==> src/design/sacs_pkg.sv <==
package sacs_pkg;

    localparam int SACS_AMOUNT_W   = 30;
    localparam int SACS_DIGITS     = 10;
    localparam int SACS_STEP_BITS  = 3;
    localparam int SACS_STEPS      = SACS_AMOUNT_W / SACS_STEP_BITS;
    localparam int SACS_CNT_W      = $clog2(SACS_STEPS + 1);
    localparam int SACS_BCD_W      = 4 * SACS_DIGITS;
    localparam int SACS_CLIP_W     = 5;
    localparam int SACS_GROUP_SLOTS = 7;
    localparam int SACS_SLOTS      = 1 + 3 * SACS_GROUP_SLOTS;
    localparam int SACS_QUEUE_DEPTH = 2;
    localparam int SACS_CFG_IDX_W  = 3;

    localparam logic [SACS_CLIP_W-1:0] CLIP_INTRO         = 5'd0;
    localparam logic [SACS_CLIP_W-1:0] CLIP_ONE           = 5'd1;
    localparam logic [SACS_CLIP_W-1:0] CLIP_FIVE          = 5'd5;
    localparam logic [SACS_CLIP_W-1:0] CLIP_TEN           = 5'd10;
    localparam logic [SACS_CLIP_W-1:0] CLIP_TENS          = 5'd11;
    localparam logic [SACS_CLIP_W-1:0] CLIP_HUNDRED       = 5'd12;
    localparam logic [SACS_CLIP_W-1:0] CLIP_THOUSAND_DONG = 5'd13;
    localparam logic [SACS_CLIP_W-1:0] CLIP_LAM           = 5'd14;
    localparam logic [SACS_CLIP_W-1:0] CLIP_MOT2          = 5'd15;
    localparam logic [SACS_CLIP_W-1:0] CLIP_LE            = 5'd16;
    localparam logic [SACS_CLIP_W-1:0] CLIP_THOUSAND      = 5'd17;
    localparam logic [SACS_CLIP_W-1:0] CLIP_MILLION       = 5'd18;

    typedef enum logic [SACS_CFG_IDX_W-1:0] {
        CFG_LE    = 3'd0,
        CFG_LAM   = 3'd1,
        CFG_MOT2  = 3'd2,
        CFG_NGHIN = 3'd3,
        CFG_TRIEU = 3'd4
    } cfg_idx_t;

    typedef logic [3:0] digit_t;

    typedef struct packed {
        logic le;
        logic lam;
        logic mot2;
        logic nghin;
        logic trieu;
    } cfg_t;

    typedef struct packed {
        digit_t [SACS_DIGITS-1:0] dig;
    } plan_t;

endpackage

==> src/design/sacs_front.sv <==
module sacs_front (
    input  logic                                 clk,
    input  logic                                 rst_n,
    input  logic                                 in_valid,
    output logic                                 in_stall,
    input  logic [sacs_pkg::SACS_AMOUNT_W-1:0]   amount,
    output logic                                 push,
    input  logic                                 full,
    output sacs_pkg::plan_t                      plan
);
    import sacs_pkg::*;

    localparam int SH_W = SACS_BCD_W + SACS_AMOUNT_W;

    logic                     busy_reg, busy_next;
    logic [SACS_CNT_W-1:0]    cnt_reg, cnt_next;
    logic [SACS_AMOUNT_W-1:0] bin_reg, bin_next;
    logic [SACS_BCD_W-1:0]    bcd_reg, bcd_next;
    logic [SH_W-1:0]          sh;
    logic                     accept;
    logic                     stepping;

    assign in_stall = busy_reg;
    assign accept   = in_valid && !busy_reg;
    assign stepping = busy_reg && (cnt_reg != SACS_CNT_W'(SACS_STEPS));
    assign push     = busy_reg && (cnt_reg == SACS_CNT_W'(SACS_STEPS));
    assign plan.dig = bcd_reg;

    // shift-add-3 conversion, several bits per cycle
    always_comb
    begin
        sh = {bcd_reg, bin_reg};
        for (int b = 0; b < SACS_STEP_BITS; b++)
        begin
            for (int d = 0; d < SACS_DIGITS; d++)
            begin
                if (sh[SACS_AMOUNT_W + 4*d +: 4] >= 4'd5)
                    sh[SACS_AMOUNT_W + 4*d +: 4] = sh[SACS_AMOUNT_W + 4*d +: 4] + 4'd3;
            end
            sh = sh << 1;
        end
    end

    always_comb
    begin
        busy_next = busy_reg;
        cnt_next  = cnt_reg;
        bin_next  = bin_reg;
        bcd_next  = bcd_reg;
        if (accept)
        begin
            busy_next = 1'b1;
            cnt_next  = '0;
            bin_next  = amount;
            bcd_next  = '0;
        end
        else if (stepping)
        begin
            cnt_next = cnt_reg + 1'b1;
            bin_next = sh[SACS_AMOUNT_W-1:0];
            bcd_next = sh[SH_W-1:SACS_AMOUNT_W];
        end
        else if (push && !full)
        begin
            busy_next = 1'b0;
        end
    end

    always_ff @(posedge clk or negedge rst_n)
    begin
        if (!rst_n)
        begin
            busy_reg <= 1'b0;
            cnt_reg  <= '0;
        end
        else
        begin
            busy_reg <= busy_next;
            cnt_reg  <= cnt_next;
        end
    end

    always_ff @(posedge clk)
    begin
        bin_reg <= bin_next;
        bcd_reg <= bcd_next;
    end

    a_accept_starts: assert property (@(posedge clk) disable iff (!rst_n)
        accept |=> busy_reg && (cnt_reg == '0))
        else $error("front did not start conversion");

    a_push_frees: assert property (@(posedge clk) disable iff (!rst_n)
        push && !full |=> !busy_reg)
        else $error("front stayed busy after handing off");

endmodule

==> src/design/sacs_queue.sv <==
module sacs_queue #(
    parameter int unsigned DEPTH = sacs_pkg::SACS_QUEUE_DEPTH
) (
    input  logic             clk,
    input  logic             rst_n,
    input  logic             push,
    output logic             full,
    input  sacs_pkg::plan_t  push_data,
    output logic             head_valid,
    input  logic             pop,
    output sacs_pkg::plan_t  head
);
    import sacs_pkg::*;

    localparam int PTR_W = (DEPTH > 1) ? $clog2(DEPTH) : 1;
    localparam int CNT_W = $clog2(DEPTH + 1);

    plan_t             mem_reg [DEPTH];
    logic [PTR_W-1:0]  wr_ptr_reg, wr_ptr_next;
    logic [PTR_W-1:0]  rd_ptr_reg, rd_ptr_next;
    logic [CNT_W-1:0]  count_reg, count_next;
    logic              do_push;
    logic              do_pop;

    assign full       = (count_reg == CNT_W'(DEPTH));
    assign head_valid = (count_reg != '0);
    assign head       = mem_reg[rd_ptr_reg];
    assign do_push    = push && !full;
    assign do_pop     = pop && head_valid;

    always_comb
    begin
        wr_ptr_next = wr_ptr_reg;
        rd_ptr_next = rd_ptr_reg;
        count_next  = count_reg;
        if (do_push)
            wr_ptr_next = (wr_ptr_reg == PTR_W'(DEPTH - 1)) ? '0 : wr_ptr_reg + 1'b1;
        if (do_pop)
            rd_ptr_next = (rd_ptr_reg == PTR_W'(DEPTH - 1)) ? '0 : rd_ptr_reg + 1'b1;
        if (do_push && !do_pop)
            count_next = count_reg + 1'b1;
        else if (do_pop && !do_push)
            count_next = count_reg - 1'b1;
    end

    always_ff @(posedge clk or negedge rst_n)
    begin
        if (!rst_n)
        begin
            wr_ptr_reg <= '0;
            rd_ptr_reg <= '0;
            count_reg  <= '0;
        end
        else
        begin
            wr_ptr_reg <= wr_ptr_next;
            rd_ptr_reg <= rd_ptr_next;
            count_reg  <= count_next;
        end
    end

    always_ff @(posedge clk)
    begin
        if (do_push)
            mem_reg[wr_ptr_reg] <= push_data;
    end

    a_count_bound: assert property (@(posedge clk) disable iff (!rst_n)
        count_reg <= CNT_W'(DEPTH))
        else $error("queue count overflow");

    a_push_counts: assert property (@(posedge clk) disable iff (!rst_n)
        do_push && !do_pop |=> count_reg == $past(count_reg) + 1'b1)
        else $error("queue lost a word");

endmodule

==> src/design/sacs_back.sv <==
module sacs_back (
    input  logic                                clk,
    input  logic                                rst_n,
    input  sacs_pkg::cfg_t                      cfg,
    input  logic                                head_valid,
    input  sacs_pkg::plan_t                     head,
    output logic                                pop,
    output logic                                out_valid,
    input  logic                                out_stall,
    output logic [sacs_pkg::SACS_CLIP_W-1:0]    clip_id,
    output logic                                last_clip
);
    import sacs_pkg::*;

    typedef logic [SACS_CLIP_W-1:0] clip_t;

    typedef struct packed {
        logic [SACS_SLOTS-1:0]             mask;
        logic [SACS_SLOTS-1:0][SACS_CLIP_W-1:0] ids;
    } slots_t;

    function automatic clip_t unit_clip(digit_t t, digit_t u, cfg_t c);
        clip_t id;
        id = {1'b0, u};
        if (t != 4'd0 && u == 4'd5 && c.lam)
            id = CLIP_LAM;
        else if (t >= 4'd2 && u == 4'd1 && c.mot2)
            id = CLIP_MOT2;
        return id;
    endfunction

    function automatic slots_t build_slots(plan_t p, cfg_t c);
        slots_t s;
        digit_t h;
        digit_t t;
        digit_t u;
        logic   nz;
        logic   sp;
        logic   sfx;
        clip_t  sfx_id;
        int     base;
        logic   uni_nz;
        logic   mil_nz;
        s.mask    = '0;
        s.ids     = '0;
        s.mask[0] = 1'b1;
        s.ids[0]  = CLIP_INTRO;
        uni_nz = (p.dig[2] != 4'd0) || (p.dig[1] != 4'd0) || (p.dig[0] != 4'd0);
        mil_nz = (p.dig[9] != 4'd0) || (p.dig[8] != 4'd0) || (p.dig[7] != 4'd0)
              || (p.dig[6] != 4'd0);
        for (int g = 0; g < 3; g++)
        begin
            h    = p.dig[8 - 3*g];
            t    = p.dig[7 - 3*g];
            u    = p.dig[6 - 3*g];
            nz   = (h != 4'd0) || (t != 4'd0) || (u != 4'd0);
            base = 1 + SACS_GROUP_SLOTS * g;
            sp   = nz;
            sfx  = 1'b0;
            sfx_id = CLIP_THOUSAND_DONG;
            if (g == 0)
            begin
                sp     = nz && (p.dig[9] == 4'd0);
                sfx    = mil_nz && c.trieu;
                sfx_id = CLIP_MILLION;
            end
            else if (g == 1)
            begin
                sfx    = nz;
                sfx_id = (uni_nz && c.nghin) ? CLIP_THOUSAND : CLIP_THOUSAND_DONG;
            end
            s.mask[base]     = sp && (h != 4'd0);
            s.ids[base]      = {1'b0, h};
            s.mask[base + 1] = sp && (h != 4'd0);
            s.ids[base + 1]  = CLIP_HUNDRED;
            s.mask[base + 2] = sp && (h != 4'd0) && (t == 4'd0) && (u != 4'd0) && c.le;
            s.ids[base + 2]  = CLIP_LE;
            s.mask[base + 3] = sp && (t != 4'd0);
            s.ids[base + 3]  = (t == 4'd1) ? CLIP_TEN : {1'b0, t};
            s.mask[base + 4] = sp && (t >= 4'd2);
            s.ids[base + 4]  = CLIP_TENS;
            s.mask[base + 5] = sp && (u != 4'd0);
            s.ids[base + 5]  = unit_clip(t, u, c);
            s.mask[base + 6] = sfx;
            s.ids[base + 6]  = sfx_id;
        end
        return s;
    endfunction

    plan_t                 plan_reg, plan_next;
    logic [SACS_SLOTS-1:0] pending_reg, pending_next;
    logic                  out_valid_reg, out_valid_next;
    clip_t                 clip_id_reg, clip_id_next;
    logic                  last_clip_reg, last_clip_next;
    slots_t                cur;
    slots_t                nxt;
    logic [SACS_SLOTS-1:0] sel;
    logic [SACS_SLOTS-1:0] rest;
    clip_t                 sel_id;
    logic                  can_emit;
    logic                  emit;
    logic                  is_last;

    assign cur       = build_slots(plan_reg, cfg);
    assign nxt       = build_slots(head, cfg);
    assign sel       = pending_reg & (~pending_reg + 1'b1);
    assign rest      = pending_reg & ~sel;
    assign is_last   = (rest == '0);
    assign can_emit  = !out_valid_reg || !out_stall;
    assign emit      = (pending_reg != '0) && can_emit;
    assign pop       = head_valid && ((pending_reg == '0) || (emit && is_last));
    assign out_valid = out_valid_reg;
    assign clip_id   = clip_id_reg;
    assign last_clip = last_clip_reg;

    always_comb
    begin
        sel_id = '0;
        for (int i = 0; i < SACS_SLOTS; i++)
        begin
            if (sel[i])
                sel_id = sel_id | cur.ids[i];
        end
    end

    always_comb
    begin
        plan_next      = plan_reg;
        pending_next   = pending_reg;
        out_valid_next = out_valid_reg;
        clip_id_next   = clip_id_reg;
        last_clip_next = last_clip_reg;
        if (pop)
        begin
            plan_next    = head;
            pending_next = nxt.mask;
        end
        else if (emit)
        begin
            pending_next = rest;
        end
        if (can_emit)
        begin
            out_valid_next = emit;
            if (emit)
            begin
                clip_id_next   = sel_id;
                last_clip_next = is_last;
            end
        end
    end

    always_ff @(posedge clk or negedge rst_n)
    begin
        if (!rst_n)
        begin
            pending_reg   <= '0;
            out_valid_reg <= 1'b0;
        end
        else
        begin
            pending_reg   <= pending_next;
            out_valid_reg <= out_valid_next;
        end
    end

    always_ff @(posedge clk)
    begin
        plan_reg      <= plan_next;
        clip_id_reg   <= clip_id_next;
        last_clip_reg <= last_clip_next;
    end

    a_load_intro: assert property (@(posedge clk) disable iff (!rst_n)
        pop |=> pending_reg[0])
        else $error("loaded word lacks intro clip");

    a_hold_pending: assert property (@(posedge clk) disable iff (!rst_n)
        (pending_reg != '0) && !can_emit |=> $stable(pending_reg))
        else $error("clip dropped while output stalled");

endmodule

==> src/design/spoken_amount_clip_sequencer.sv <==
// spoken amount clip sequencer
// input channel: in_valid / in_stall carry one amount word (30 bits, whole
// currency units); the word is taken when in_valid is high and in_stall low
// output channel: out_valid / out_stall carry one clip word per cycle when
// not stalled: clip_id plus last_clip, marking the final clip of an amount
// config port: cfg_valid / cfg_ready with cfg_index and cfg_data, one flag
// per index (le, lam, mot2, nghin, trieu); cfg_ready is always high, and
// flags are meant to change only while the block is idle
// every amount yields 1 to 18 clips, always opening with the intro clip
// an amount goes through converter, queue and output register to its clips
// throughput: one clip per cycle unless stalled; each amount takes the
// longer of its clip run and its pass through the 3-bit-per-cycle binary to
// decimal converter; a two-entry queue lets it run ahead of the sequencer
// reset: all flags clear, the queue and output register empty
// output stall: the clip word holds and the sequencer waits; the converter
// and queue keep taking amounts until the queue fills
module spoken_amount_clip_sequencer #(
    parameter int unsigned QUEUE_DEPTH = sacs_pkg::SACS_QUEUE_DEPTH
) (
    input  logic                                 clk,
    input  logic                                 rst_n,
    input  logic                                 in_valid,
    output logic                                 in_stall,
    input  logic [sacs_pkg::SACS_AMOUNT_W-1:0]   amount,
    output logic                                 out_valid,
    input  logic                                 out_stall,
    output logic [sacs_pkg::SACS_CLIP_W-1:0]     clip_id,
    output logic                                 last_clip,
    input  logic                                 cfg_valid,
    output logic                                 cfg_ready,
    input  logic [sacs_pkg::SACS_CFG_IDX_W-1:0]  cfg_index,
    input  logic                                 cfg_data
);
    import sacs_pkg::*;

    cfg_t  cfg_reg, cfg_next;
    plan_t front_plan;
    plan_t head;
    logic  push;
    logic  full;
    logic  head_valid;
    logic  pop;

    assign cfg_ready = 1'b1;

    always_comb
    begin
        cfg_next = cfg_reg;
        if (cfg_valid && cfg_ready)
        begin
            unique case (cfg_index)
                CFG_LE:    cfg_next.le    = cfg_data;
                CFG_LAM:   cfg_next.lam   = cfg_data;
                CFG_MOT2:  cfg_next.mot2  = cfg_data;
                CFG_NGHIN: cfg_next.nghin = cfg_data;
                CFG_TRIEU: cfg_next.trieu = cfg_data;
                default:   cfg_next       = cfg_reg;
            endcase
        end
    end

    always_ff @(posedge clk or negedge rst_n)
    begin
        if (!rst_n)
            cfg_reg <= '0;
        else
            cfg_reg <= cfg_next;
    end

    sacs_front u_front (
        .clk      (clk),
        .rst_n    (rst_n),
        .in_valid (in_valid),
        .in_stall (in_stall),
        .amount   (amount),
        .push     (push),
        .full     (full),
        .plan     (front_plan)
    );

    sacs_queue #(
        .DEPTH (QUEUE_DEPTH)
    ) u_queue (
        .clk        (clk),
        .rst_n      (rst_n),
        .push       (push),
        .full       (full),
        .push_data  (front_plan),
        .head_valid (head_valid),
        .pop        (pop),
        .head       (head)
    );

    sacs_back u_back (
        .clk        (clk),
        .rst_n      (rst_n),
        .cfg        (cfg_reg),
        .head_valid (head_valid),
        .head       (head),
        .pop        (pop),
        .out_valid  (out_valid),
        .out_stall  (out_stall),
        .clip_id    (clip_id),
        .last_clip  (last_clip)
    );

endmodule
==> config.mk <==
export PLATFORM = sky130hd
export DESIGN_NAME = spoken_amount_clip_sequencer
export DESIGN_NICKNAME = d
export VERILOG_FILES = /design/src/design/sacs_pkg.sv /design/src/design/sacs_front.sv /design/src/design/sacs_queue.sv /design/src/design/sacs_back.sv /design/src/design/spoken_amount_clip_sequencer.sv
export SDC_FILE = /design/constraint.sdc
export NUM_CORES = 1
export LEC_CHECK = 0
export ABC_AREA = 1
export CAP_MARGIN = 20
export CORE_MARGIN = 2
export CORE_UTILIZATION = 30
export DETAILED_ROUTE_END_ITERATION = 8
export DONT_BUFFER_PORTS = 1
export GPL_TIMING_DRIVEN = 0
export PLACE_DENSITY_LB_ADDON = 0.25
export SETUP_SLACK_MARGIN = 0.1
export SYNTH_ARGS = -nofsm -noshare
export SYNTH_HDL_FRONTEND = slang
export SYNTH_SLANG_ARGS = --single-unit
==> constraint.sdc <==
create_clock -name clk -period 5.7 [get_ports clk]
set_input_delay 1.14 -clock clk [delete_from_list [all_inputs] [get_ports clk]]
set_output_delay 1.14 -clock clk [all_outputs]
set_load 0.01 [all_outputs]
# Word-level counts from Yosys, hierarchy flattened
# Memories as Yosys holds them, arrays and structs flattened.
# Index checks and enable logic that the tools add are counted.
# totals
output_inout_bits	9
register_bits	149
mem_bits_rw	80
n_memories	1
inputBits	39
# classes
bitwise	13
magnitude_cmp	36
n_mux	75
reduce_logical	100
n_eq_ne	17
addsub	36
# memory_table
memory	depth	word_bits	read_ports	rd_ports_with_merged_regs	write_ports	line_no	source
u_queue.mem_reg	2	40	1	0	1	sacs_queue.sv:18	plan_t mem_reg [DEPTH];
# op_table
operator	count
$mux 4	45
$ge 4x3->1 const B	30
$add 4x2->4 const B	27
$mux 5	14
$mux 30	2
$reduce_bool 4->1	15
$logic_and 1x1->1	46
$and 22x22->22	2
$logic_not 22->1	2
$mux 22	2
$not 22->22	2
$or 5x4->5	5
$eq 4x1->1 const B	6
$ge 4x2->1 const B	6
$add 22x1->22 const B	1
$reduce_bool 22->1	1
$or 5x5->5	4
$logic_not 4->1	4
$reduce_and 2->1	7
$logic_or 1x1->1	13
$eq 4x3->1 const B	3
$reduce_bool 2->1	5
$add 3x2->3 const B	3
$mux 3	3
15 further kinds	29

# Longest topological paths before layout
# Gate-level depths: netlist of the first run.
# depth
depth_word	32
ltp_mapped	23
depth_no_buf	23

# Hierarchy
# A second synthesis of the first run with hierarchy kept.
# unflattened
cells_unflattened	1590
area_unflattened_um2	13541.7
# by_module_without_submodules
mod	n_inst	cells_per_inst	seq_area_each_um2	area_per_inst_um2
sacs_front	1	857	1826.8	5925.7
sacs_back	1	454	1836.8	3724.8
sacs_queue	1	241	2502.4	3624.7
spoken_amount_clip_sequencer	1	38	125.1	266.5

# Worst setup path before layout of the first run
# Ideal clock, no wire load.
# synth_path
path_type	input port to flip-flop
startpoint	in in_valid
endpoint	reg u_front.bin_reg[0] (enable)
path_buffers	1
arrival_ns	2.603
cell_stages	5
setup_slack_ns	2.692
setup_time_ns	0.404
path_cell_list	inv_1 nor2_1 nor2_1 inv_1 clkbuf_1
# synth_via
elab_chain_len	2
# synth_lines
element	line_no	source
start: declaration	spoken_amount_clip_sequencer.sv:22	input logic in_valid,
$logic_and 1x1->1	sacs_front.sv:24	assign accept = in_valid && !busy_reg;
$reduce_bool 2->1 (no line)	n/a	
end signal: assignment	sacs_front.sv:85	bin_reg <= bin_next;
end: declaration	sacs_front.sv:17	logic [SACS_AMOUNT_W-1:0] bin_reg, bin_next;
# No other way between the ends.
# A chain may end at the register's enable or synchronous reset.

# Worst setup path after layout of the first run
# layout_path
startpoint	reg u_front.bcd_reg[20] (netlist: u_front.plan[20])
endpoint	reg u_front.bcd_reg[26] (netlist: u_front.plan[26])
# layout_via
elab_chain_len	6
word_cells_on_any_way	12
classes_between	4 x add/sub; 4 x order compare; 4 x mux
# layout_lines
element	line_no	source
start: declaration	sacs_front.sv:18	logic [SACS_BCD_W-1:0] bcd_reg, bcd_next;
start signal: assignment	sacs_front.sv:86	bcd_reg <= bcd_next;
$add 4x2->4 / $ge 4x3->1 (equally long branches)	sacs_front.sv:38, sacs_front.sv:37	
$mux 4 (*)	sacs_front.sv:37	if (sh[SACS_AMOUNT_W + 4*d +: 4] >= 4'd5)
$add 4x2->4 / $ge 4x3->1 (equally long branches)	sacs_front.sv:38, sacs_front.sv:37	
$mux 4	sacs_front.sv:37	
$add 4x2->4 / $ge 4x3->1 (equally long branches)	sacs_front.sv:38, sacs_front.sv:37	
$mux 4 (*)	sacs_front.sv:37	
# Mark *: on every way between the ends. The rest lies on a longest branch, timed or not.

==> results of run 1 <==
[synth_stat cells]
cell type,n
a2111oi_0,1
a21boi_0,2
a21oi_1,35
a221oi_1,2
a31oi_1,4
and2_1,1
buf_1,3
buf_2,7
buf_4,1
buf_6,2
clkbuf_1,15
conb_1,1
dfrtp_1,37
dfxtp_1,40
edfxtp_1,152
ha_1,63
inv_1,236
inv_2,2
mux2i_1,4
nand2_1,560
nand2_2,5
nand2_4,1
nand3_1,83
nand3b_1,11
nand4_1,11
nand4_2,1
nor2_1,110
nor2_2,5
nor2_4,2
nor2_8,1
nor3_1,20
nor3b_1,1
nor4_1,5
o2111ai_1,4
o211ai_1,14
o21a_1,1
o21ai_0,108
o21ai_1,5
o21ai_2,2
o22ai_1,3
or2_2,11
xnor2_1,4
xor2_1,24
[layer usage]
layer,track usage,up-vias,part of all wire
li1,-,5207,-
met1,0.183,4484,0.47
met2,0.240,180,0.47
met3,0.0207,54,0.036
met4,0.0418,0,0.026
met5,0,-,0
[cell families after synthesis]
logic type | after synthesis | synth area share
multiplexers | 4 | 0.00313
buffers and inverters | 266 | 0.0801
AND/OR/NAND/NOR | 828 | 0.267
AO/OA/AOI/OAI | 181 | 0.0774
adder cells (fa/ha/maj) | 63 | 0.0615
XOR/XNOR | 28 | 0.0191
flip-flops | 229 | 0.491
other | 1 | 0.000293
[layout make-up]
cell class,instances,area [um^2]
fillers,4407,27600
flip-flops and latches,229,6290
multi-input cells,1105,5510
inverters,238,893
clock buffers,36,739
well taps,539,674
clock inverters,12,134
plain buffers,28,134
repair buffers,3,60.1
[worst register-to-register path, delay by kind of cell, from the launching register on]
kind            cells  cell delay [ns]
compound gates      4             0.85
xor+xnor            1             0.24
fa+ha+maj           3             0.63
buf+inv             5             0.41
flops               1             0.58
simple gates        6             0.73
[metrics by stage]
stage | util | instances | setup WS, ns
finish | 0.343 | 2190 | 2.21
global route | 0.343 | 2190 | 1.90
CTS | 0.343 | 2190 | 2.21
detailed placement | 0.323 | 2142 | 2.24
global placement | 0.321 | 2139 | 1.16
floorplan | - | 1600 | 2.69
[path summary, 6_finish.rpt]
| kind | from | to | slack [ns] | cells after the start |
|---|---|---|---|---|
| max in group asynchronous | rst_n | u_queue.count_reg[1] | 5.31 | 0 |
| hold reg to reg | u_front.plan[39] | u_queue.mem_reg[1][39] | 0.45 | 0 |
| setup / recovery | u_front.plan[20] | u_front.plan[26] | 2.21 | 19 |
| hold / removal | rst_n | u_back.pending_reg[13] | 0.29 | 0 |
| setup reg to reg | u_front.plan[20] | u_front.plan[26] | 2.21 | 19 |
| min in group clk | u_front.plan[39] | u_queue.mem_reg[1][39] | 0.45 | 0 |
==> impl_results.md, run 1 <==
* Number of global-route vias before repair at 9,527
* Top delay family on crit path: compound AO/OA/AOI/OAI gates
* Crit path cell chain: inv_1 > ha_1 > inv_1 > o21ai_1 > nand2_1 > xor2_1 > inv_1 > ha_1 > o21ai_0 > nand3b_1 > nand2_1 > inv_1 > ha_1 > inv_1 > o211ai_1 > nand2_1 > o21ai_0 > nand2_1 > nand2_1
* Final hold vios at 0
* Seq cells post-synth at 229
* Io pins at 48
* Worst Hold Class: primary input to async pin
* Clk sinks at 229
* Core area at about 0.042 mm^2
* Post-Route WL at 30.8 mm
* Max Cap Viol at 0
* Area leader, netlist: edfxtp_1
* Hold-fix buffers, CTS at 0
* Critical Path End Type: register
* CP Launch Type: register
* Max Clock Freq at 287 MHz
* DRT iter0 DRCs at about 650
* Ant. Diodes at 0
* CP Class: register to register
* RD Place Congestion at 0.925
* Cell area after synthesis at around 0.013 mm^2
* NumNets Final at 1,733
* DR vias/cell at between 4 and 5
* Crit-path slowest cell: dfxtp_1
* Share of the synthesized area in the top cell type at 0.356
* Total global-route track usage at 0.140
* Initial antenna violation count at 0
* Total CTS buffers at 26
* Initial DRT Pass Iterations at 5
* Synth top area cells: edfxtp_1 (36%), nand2_1 (16%), dfrtp_1 (7.2%)
* Final count of pins violating max slew at 0
* Worst-path clk slew at 0.06 ns
* Post-cts repair resize count at 0
* P&R area growth vs syn at 12.7%
* Fin Clk Skew at 0.0153 ns
* Max FO, Critical Path at 8
* Yosys Warn Count at 0
* DRC at 0
* CTS Root Cell: clkbuf_16
* Starting Density at 0.305
* Syn nets at 1,702
* Post-DP HPWL at 22.9 mm
* Slew @ Worst Pin at about 0.94 ns
* Largest net degree at the start of global routing at 46
* Remaining antenna violation count at 0
* First-pass GRT wire length at 49.6 mm
* WP data arrival at just under 4 ns
* Mapped Cells at between 1,500 and 2,000
* Placement-stage cell area at between 0.01 and 0.015 mm^2
* CP Buf/Inv Count at 5
* Hold slack at 0.290 ns
* Die ar. at 0.0444 mm^2
* IO buf count at 0
* Crit path largest cell delay at 0.58 ns
* Final cycle utilization of the critical path at 0.611
* Syn Area/Cell at approximately 8 um^2
* GRT overflow at 0
* Post-CTS Setup Bufs at 0
* Largest register FFs at 80
* Setup TNS at 0 ns
* Max clock buf depth at 3
* Share of layout cells above drive strength 1 at 0.0533
* Status: completed
* Commonest non-fill, non-tap cells in the layout: nand2_1 (560), inv_1 (236), edfxtp_1 (152)
* Crit path time final at approximately 3.5 ns
* Rows at between 70 and 80
* Die height at roughly 210 um
* Clk_lat worst skew at between 0.5 and 0.6 ns
* Rel. slew slack at 0.372
* Routed vias at 9,925
* Synth cell types at 43
* Cell area after layout at 0.0144 mm^2
* Seq/Total Area, Yosys at 0.491
* RSZ-0062 raised after global routing: no
* CTS H-tree depth at 1
* Critical Path RT at 6.19 ns
* Routed len/inst at about 14 um
* Most common cell after layout, fill and taps aside: nand2_1
* CTS tree: yes
* Final Setup Violations at 0
* Die Wd at 211 um
Power of run 1 is not shown: default switching activity piles up to over one toggle a cycle in this logic, so the estimate is an artifact.
==> inputs of run 2 (changes only) <==
Settings changed: ABC_AREA 1 to 0.
Clock period 5.7 ns to 3.3 ns, I/O delays scaled along.
==> impl_results.md, run 2 <==
* Final core occ at 0.400 (+0.0565)
* Routed vias at 9,904 (-0.21%)
* Critical Path End Type: register
* Area leader, netlist: edfxtp_1
* Commonest non-fill, non-tap cells in the layout: edfxtp_1 (152), nand2_1 (143), buf_4 (131)
* Critical Path RT at 3.77 ns (-2.42 ns)
* GRT overflow at 0 (unchanged)
* CP Launch Type: register
* Crit path largest cell delay at 0.52 ns (-0.06 ns)
* Max Clock Freq at 303 MHz (+5.8%)
* Remaining antenna violation count at 0 (unchanged)
* Worst Hold Class: primary input to register
* GR Util met2 at 0.241 (+0.000910)
* Max FO, Critical Path at 4 (-4)
* R2R cell count at 13 (-6)
* CTS tree: yes
* CTS H-tree depth at 1 (unchanged)
* Initial antenna violation count at 0 (unchanged)
* Rel. slew slack at 0.394 (+0.0224)
* CP Class: register to register
* Final count of pins violating max slew at 0 (unchanged)
* Seq cells post-synth at 229 (unchanged)
* Post-Route WL at 33.6 mm (+9.0%)
* Io pins at 48 (unchanged)
* Placement-stage cell area at 0.0136 mm^2 (+0.26%)
* Routed len/inst at 17.2 um (+22%)
* RSZ-0062 raised after global routing: yes
* Rows at 75 (unchanged)
* Met3 usage at 0.0222 (+0.00153)
* Worst-path clk slew at 0.06 ns (about the same)
* Setup TNS at 0 ns (unchanged)
* Die Wd at 210 um (about the same)
* CP Buf/Inv Count at 2 (-3)
* Total global-route track usage at 0.146 (+0.00613)
* FF-to-FF Start: u_back.pending_reg[15]
* Final Setup Violations at 0 (unchanged)
* Synth cell types at 71 (+65%)
* Most common cell after layout, fill and taps aside: edfxtp_1
* Post-synth top flop: edfxtp_1
* Total CTS buffers at 25 (-3.8%)
* Yosys Warn Count at 0 (unchanged)
* Max Cap Viol at 0 (unchanged)
* Syn Area/Cell at 10.4 um^2 (+30%)
* Crit path cell chain: buf_6 > or4_4 > buf_6 > or4_4 > o32ai_4 > o22ai_4 > nor4b_4 > a21oi_4 > or2_4 > ha_4 > xor2_1 > nor2_1 > xnor2_1
* CP endpoint: u_queue.count_reg[1]
* Fin Clk Skew at 0.0157 ns (+0.000380 ns)
* Crit path time final at 3.30 ns (-0.190 ns)
* Cell area after synthesis at 0.0128 mm^2 (-0.14%)
* Origin of the worst setup path: u_back.pending_reg[15]
* Crit-path slowest cell: or4_4
* Cell area after layout at 0.0168 mm^2 (+16%)
* Synth top area cells: edfxtp_1 (36%), dfrtp_1 (7.2%), dfxtp_1 (6.3%)
* Syn nets at 1,332 (-22%)
* Initial DRT Pass Iterations at 5 (unchanged)
* Clk sinks at 229 (unchanged)
* Share of layout cells above drive strength 1 at 0.329 (+0.276)
* Number of global-route vias before repair at 9,640 (+1.2%)
* R2R Path End: u_queue.count_reg[1]
* Die height at 210 um (about the same)
* DRC at 0 (unchanged)
* Most frequent cells after synthesis: edfxtp_1 (152), nand2_1 (143), inv_1 (88)
* Clk_lat worst skew at 0.54 ns (about the same)
* Top delay family on crit path: simple AND/OR/NAND/NOR gates
* NumNets Final at 1,502 (-13%)
* RD Place Congestion at 0.862 (-6.8%)
* Largest register FFs at 80 (unchanged)
* WP data arrival at 3.77 ns (-0.21 ns)
* First-pass GRT wire length at 51.9 mm (+4.6%)
* Grt peak-use layer: met2
* # fillers at 4,097 (-7.0%)
* Grt met1 use at 0.199 (+0.0163)
* Hold path depth at 1
* Largest net degree at the start of global routing at 38 (-17%)
* P&R area growth vs syn at 31.4%
* Starting Density at 0.304 (-0.000417)
* Max clock buf depth at 3 (unchanged)
* Core area at 0.0420 mm^2 (unchanged)
* Seq/Total Area, Yosys at 0.492 (+0.000672)
* Mapped Cells at 1,230 (-23%)
* FF-to-FF setup slack at 0.005 ns (-2.21 ns)
* Number of cells on the critical path at 13 (-6)
* DRT iter0 DRCs at 461 (-29%)
* DR vias/cell at 5.06 (+12%)
* Die ar. at 0.0443 mm^2 (-0.14%)
* Asr flop ratio synth at 0.162 (unchanged)
* Final hold vios at 0 (unchanged)
* Final cycle utilization of the critical path at 0.999 (+0.387)
* Post-DP HPWL at 22.5 mm (-2.1%)
* IO buf count at 0 (unchanged)
* Share of the synthesized area in the top cell type at 0.357 (+0.000488)
* Slew @ Worst Pin at 0.902 ns (-0.0371 ns)
* Most common cell in the netlist: edfxtp_1
* Ant. Diodes at 0 (unchanged)
* CTS Root Cell: clkbuf_16
* Status: completed
* Number of synthesized flops with an enable pin at 152 (unchanged)
run 2: area by class of cell:
| cell class | count | area (um^2) | area share |
|---|---|---|---|
| Inverter | 88 | 348 | 0.0207 |
| Sequential cell | 229 | 6370 | 0.379 |
| Multi-Input combinational cell | 876 | 7250 | 0.431 |
| Timing Repair Buffer | 143 | 1190 | 0.0709 |
| Buffer | 37 | 176 | 0.0105 |
| Tap cell | 539 | 674 | 0.0401 |
| Clock buffer | 30 | 664 | 0.0395 |
| Clock inverter | 14 | 134 | 0.00796 |
run 2: routing by layer:
| layer | up-vias | wire length [um] |
|---|---|---|
| li1 | 4873 | - |
| met1 | 4819 | 15700 |
| met2 | 163 | 16000 |
| met3 | 49 | 1140 |
| met4 | 0 | 774 |
| met5 | - | 0 |
run 2: worst min path at each step:
stage / from / end / slack (ns)
floorplan: rst_n / cfg_reg[0] / 0.36
global placement: rst_n / u_back.pending_reg[15] / 0.37
detailed placement: rst_n / u_back.pending_reg[17] / 0.37
CTS: cfg_data / cfg_reg[2] / 0.24
global route: cfg_data / cfg_reg[3] / 0.24
finish: cfg_data / cfg_reg[2] / 0.27
run 2: through the flow:
stage	worst slack (ns)	hold WS (ns)	cells
detailed placement	-0.596	0.366	1774
global route	-0.0916	0.243	1956
floorplan	0.0649	0.364	1230
finish	0.00462	0.265	1956
global placement	-0.502	0.365	1769
CTS	-0.0296	0.239	1898
run 2: logic make-up after synthesis:
logic type | Yosys count | synth area share
AND/OR/NAND/NOR | 389 | 0.157
AO/OA/AOI/OAI | 308 | 0.159
flip-flops | 229 | 0.492
buffers and inverters | 126 | 0.0392
multiplexers | 76 | 0.0640
adder cells (fa/ha/maj) | 66 | 0.0640
XOR/XNOR | 35 | 0.0246
other | 1 | 0.000293
run 2: timing repair:
action,4_1_cts,5_1_grt
buffers inserted,77,60
resized for setup,167,150
cloned,1,0
hold buffers,2,0
endpoints found under the setup margin,93,88
hold endpoints to repair,37,0
pin swaps,66,86
Power of run 2 is left out for the same reason.
==> inputs of run 3 (changes only) <==
Settings changed: CORE_UTILIZATION 30 to 51.
==> impl_results.md, run 3 (synthesis results as in run 2) <==
* Status: finished, violations left
* Failing checks: setup timing
* Largest register FFs at 80 (unchanged)
* Post-route setup slack at -0.0622 ns (-0.0669 ns)
* IO buf count at 0 (unchanged)
* P&R area growth vs syn at 29.9%
* Routed vias at 10,400 (+5.5%)
* Total CTS buffers at 25 (unchanged)
* CTS tree: yes
* # fillers at 1,710 (-58%)
* CTS Root Cell: clkbuf_16
* CTS H-tree depth at 1 (unchanged)
* CP Buf/Inv Count at 1 (-1)
* Final hold vios at 0 (unchanged)
* Fin Clk Skew at 0.0243 ns (+0.00862 ns)
* Slew @ Worst Pin at 1.03 ns (+0.129 ns)
* NumNets Final at 1,507 (+0.33%)
* Share of layout cells above drive strength 1 at 0.341 (+0.0120)
* Critical Path RT at 3.73 ns (-0.04 ns)
* Remaining antenna violation count at 0 (unchanged)
* Max Clock Freq at 297 MHz (-2.0%)
* Final cycle utilization of the critical path at 1.02 (+0.0203)
* Rows at 57 (-24%)
* Crit path largest cell delay at 0.50 ns (-0.02 ns)
* Total global-route track usage at 0.229 (+0.0825)
* WP data arrival at 3.79 ns (+0.02 ns)
* Io pins at 48 (unchanged)
* Post-DP HPWL at 20.2 mm (-10%)
* Die ar. at 0.0264 mm^2 (-40%)
* Number of global-route vias before repair at 9,593 (-0.49%)
* Multi-input logic area at 0.00732 mm^2 (+1.0%)
* DR vias/cell at 5.98 (+18%)
* Seq. cell area at 0.00637 mm^2 (unchanged)
* Max Cap Viol at 0 (unchanged)
* Most common cell after layout, fill and taps aside: edfxtp_1
* Rel. slew slack at 0.295 (-0.0990)
* Routed len/inst at 19.3 um (+13%)
* Setup TNS at -0.0622 ns (-0.0622 ns)
* Worst Hold Class: primary input to register
* DRT iter0 DRCs at 803 (+74%)
* Hold slack at 0.301 ns (+0.0356 ns)
* Top delay family on crit path: simple AND/OR/NAND/NOR gates
* Starting Density at 0.523 (+0.219)
* CP Launch Type: register
* Worst-path clk slew at 0.06 ns (about the same)
* Clk_lat worst skew at 0.53 ns (about the same)
* Largest net degree at the start of global routing at 38 (unchanged)
* Die Wd at 162 um (-23%)
* Clk sinks at 229 (unchanged)
* Crit-path slowest cell: dfrtp_1
* GRT overflow at 0 (unchanged)
* Initial DRT Pass Iterations at 6 (+1)
* Die height at 162 um (-23%)
* Initial antenna violation count at 0 (unchanged)
* CP Class: register to register
* Crit path time final at 3.36 ns (+0.0669 ns)
* Core area at 0.0245 mm^2 (-42%)
* Max clock buf depth at 3 (unchanged)
* DRC at 0 (unchanged)
* First-pass GRT wire length at 48.5 mm (-6.5%)
* Post-Route WL at 33.8 mm (+0.62%)
* Max FO, Critical Path at 10 (+6)
* Final count of pins violating max slew at 0 (unchanged)
* RSZ-0062 raised after global routing: yes
* Ant. Diodes at 0 (unchanged)
* RD Place Congestion at 0.913 (+6.0%)
* Critical Path End Type: register
* Final Setup Violations at 1 (+1)
* Commonest non-fill, non-tap cells in the layout: edfxtp_1 (152), nand2_1 (142), buf_4 (136)
* Crit path cell chain: nor4_4 > nand3_1 > buf_2 > o41ai_2 > nand4_1 > nor4b_4 > a21oi_4 > or2_4 > ha_4 > xor2_2 > nor2_2 > xnor2_1
* Cells after DPL at 1,559 (-12%)
* Layout Cells excl Fill at 1,747 (-11%)
* Worst slack, placed at -0.474 ns (+0.122 ns)
-- run 3: cell count changes in the layout (fill, tap and decap cells not counted), sizes merged --
cell	change
bufinv	-1
clkinvlp	+1
clkbuf	-4
buf	+5
clkinv	+5
-- run 3: cell type report --
class | instances | area share
Buffer | 37 | 0.0106
Clock buffer | 26 | 0.0379
Clock inverter | 19 | 0.00776
Inverter | 88 | 0.0212
Multi-Input combinational cell | 876 | 0.441
Sequential cell | 229 | 0.384
Tap cell | 324 | 0.0244
Timing Repair Buffer | 148 | 0.0738
-- run 3: path summary, 6_finish.rpt --
| path | start | end | slack [ns] | cells after the start |
|---|---|---|---|---|
| worst max register to register | u_back.pending_reg[1] | u_queue.count_reg[1] | -0.06 | 12 |
| worst max-delay path | u_back.pending_reg[1] | u_queue.count_reg[1] | -0.06 | 12 |
| worst min-delay path | cfg_data | cfg_reg[4] | 0.30 | 1 |
| max in group asynchronous | rst_n | u_back.pending_reg[16] | 2.45 | 2 |
| min in group asynchronous | rst_n | u_front.in_stall | 0.64 | 2 |
| worst min register to register | u_front.bin_reg[20] | u_front.bin_reg[23] | 0.52 | 2 |
-- run 3: repair_timing --
action	CTS	global route
hold buffers	2	0
pin swaps	57	89
buffers inserted	85	59
cloned	1	0
hold endpoints to repair	37	0
setup endpoints to repair	92	84
gates resized for setup	141	193
-- run 3: routing by layer --
metal | up-vias | global-route usage | routed length [um]
met5 | - | 0 | 0
met4 | 0 | 0.0720 | 1400
met3 | 101 | 0.0357 | 1780
met2 | 369 | 0.398 | 16700
met1 | 5082 | 0.295 | 13900
li1 | 4892 | - | -
-- run 3: per-stage QoR --
step,area [um^2],utilization
after detailed placement,13300,0.545
after global routing,16600,0.679
after global placement,13200,0.541
final,16600,0.679
after CTS,15300,0.627
after floorplan,12800,-
Power of run 3 is left out for the same reason.
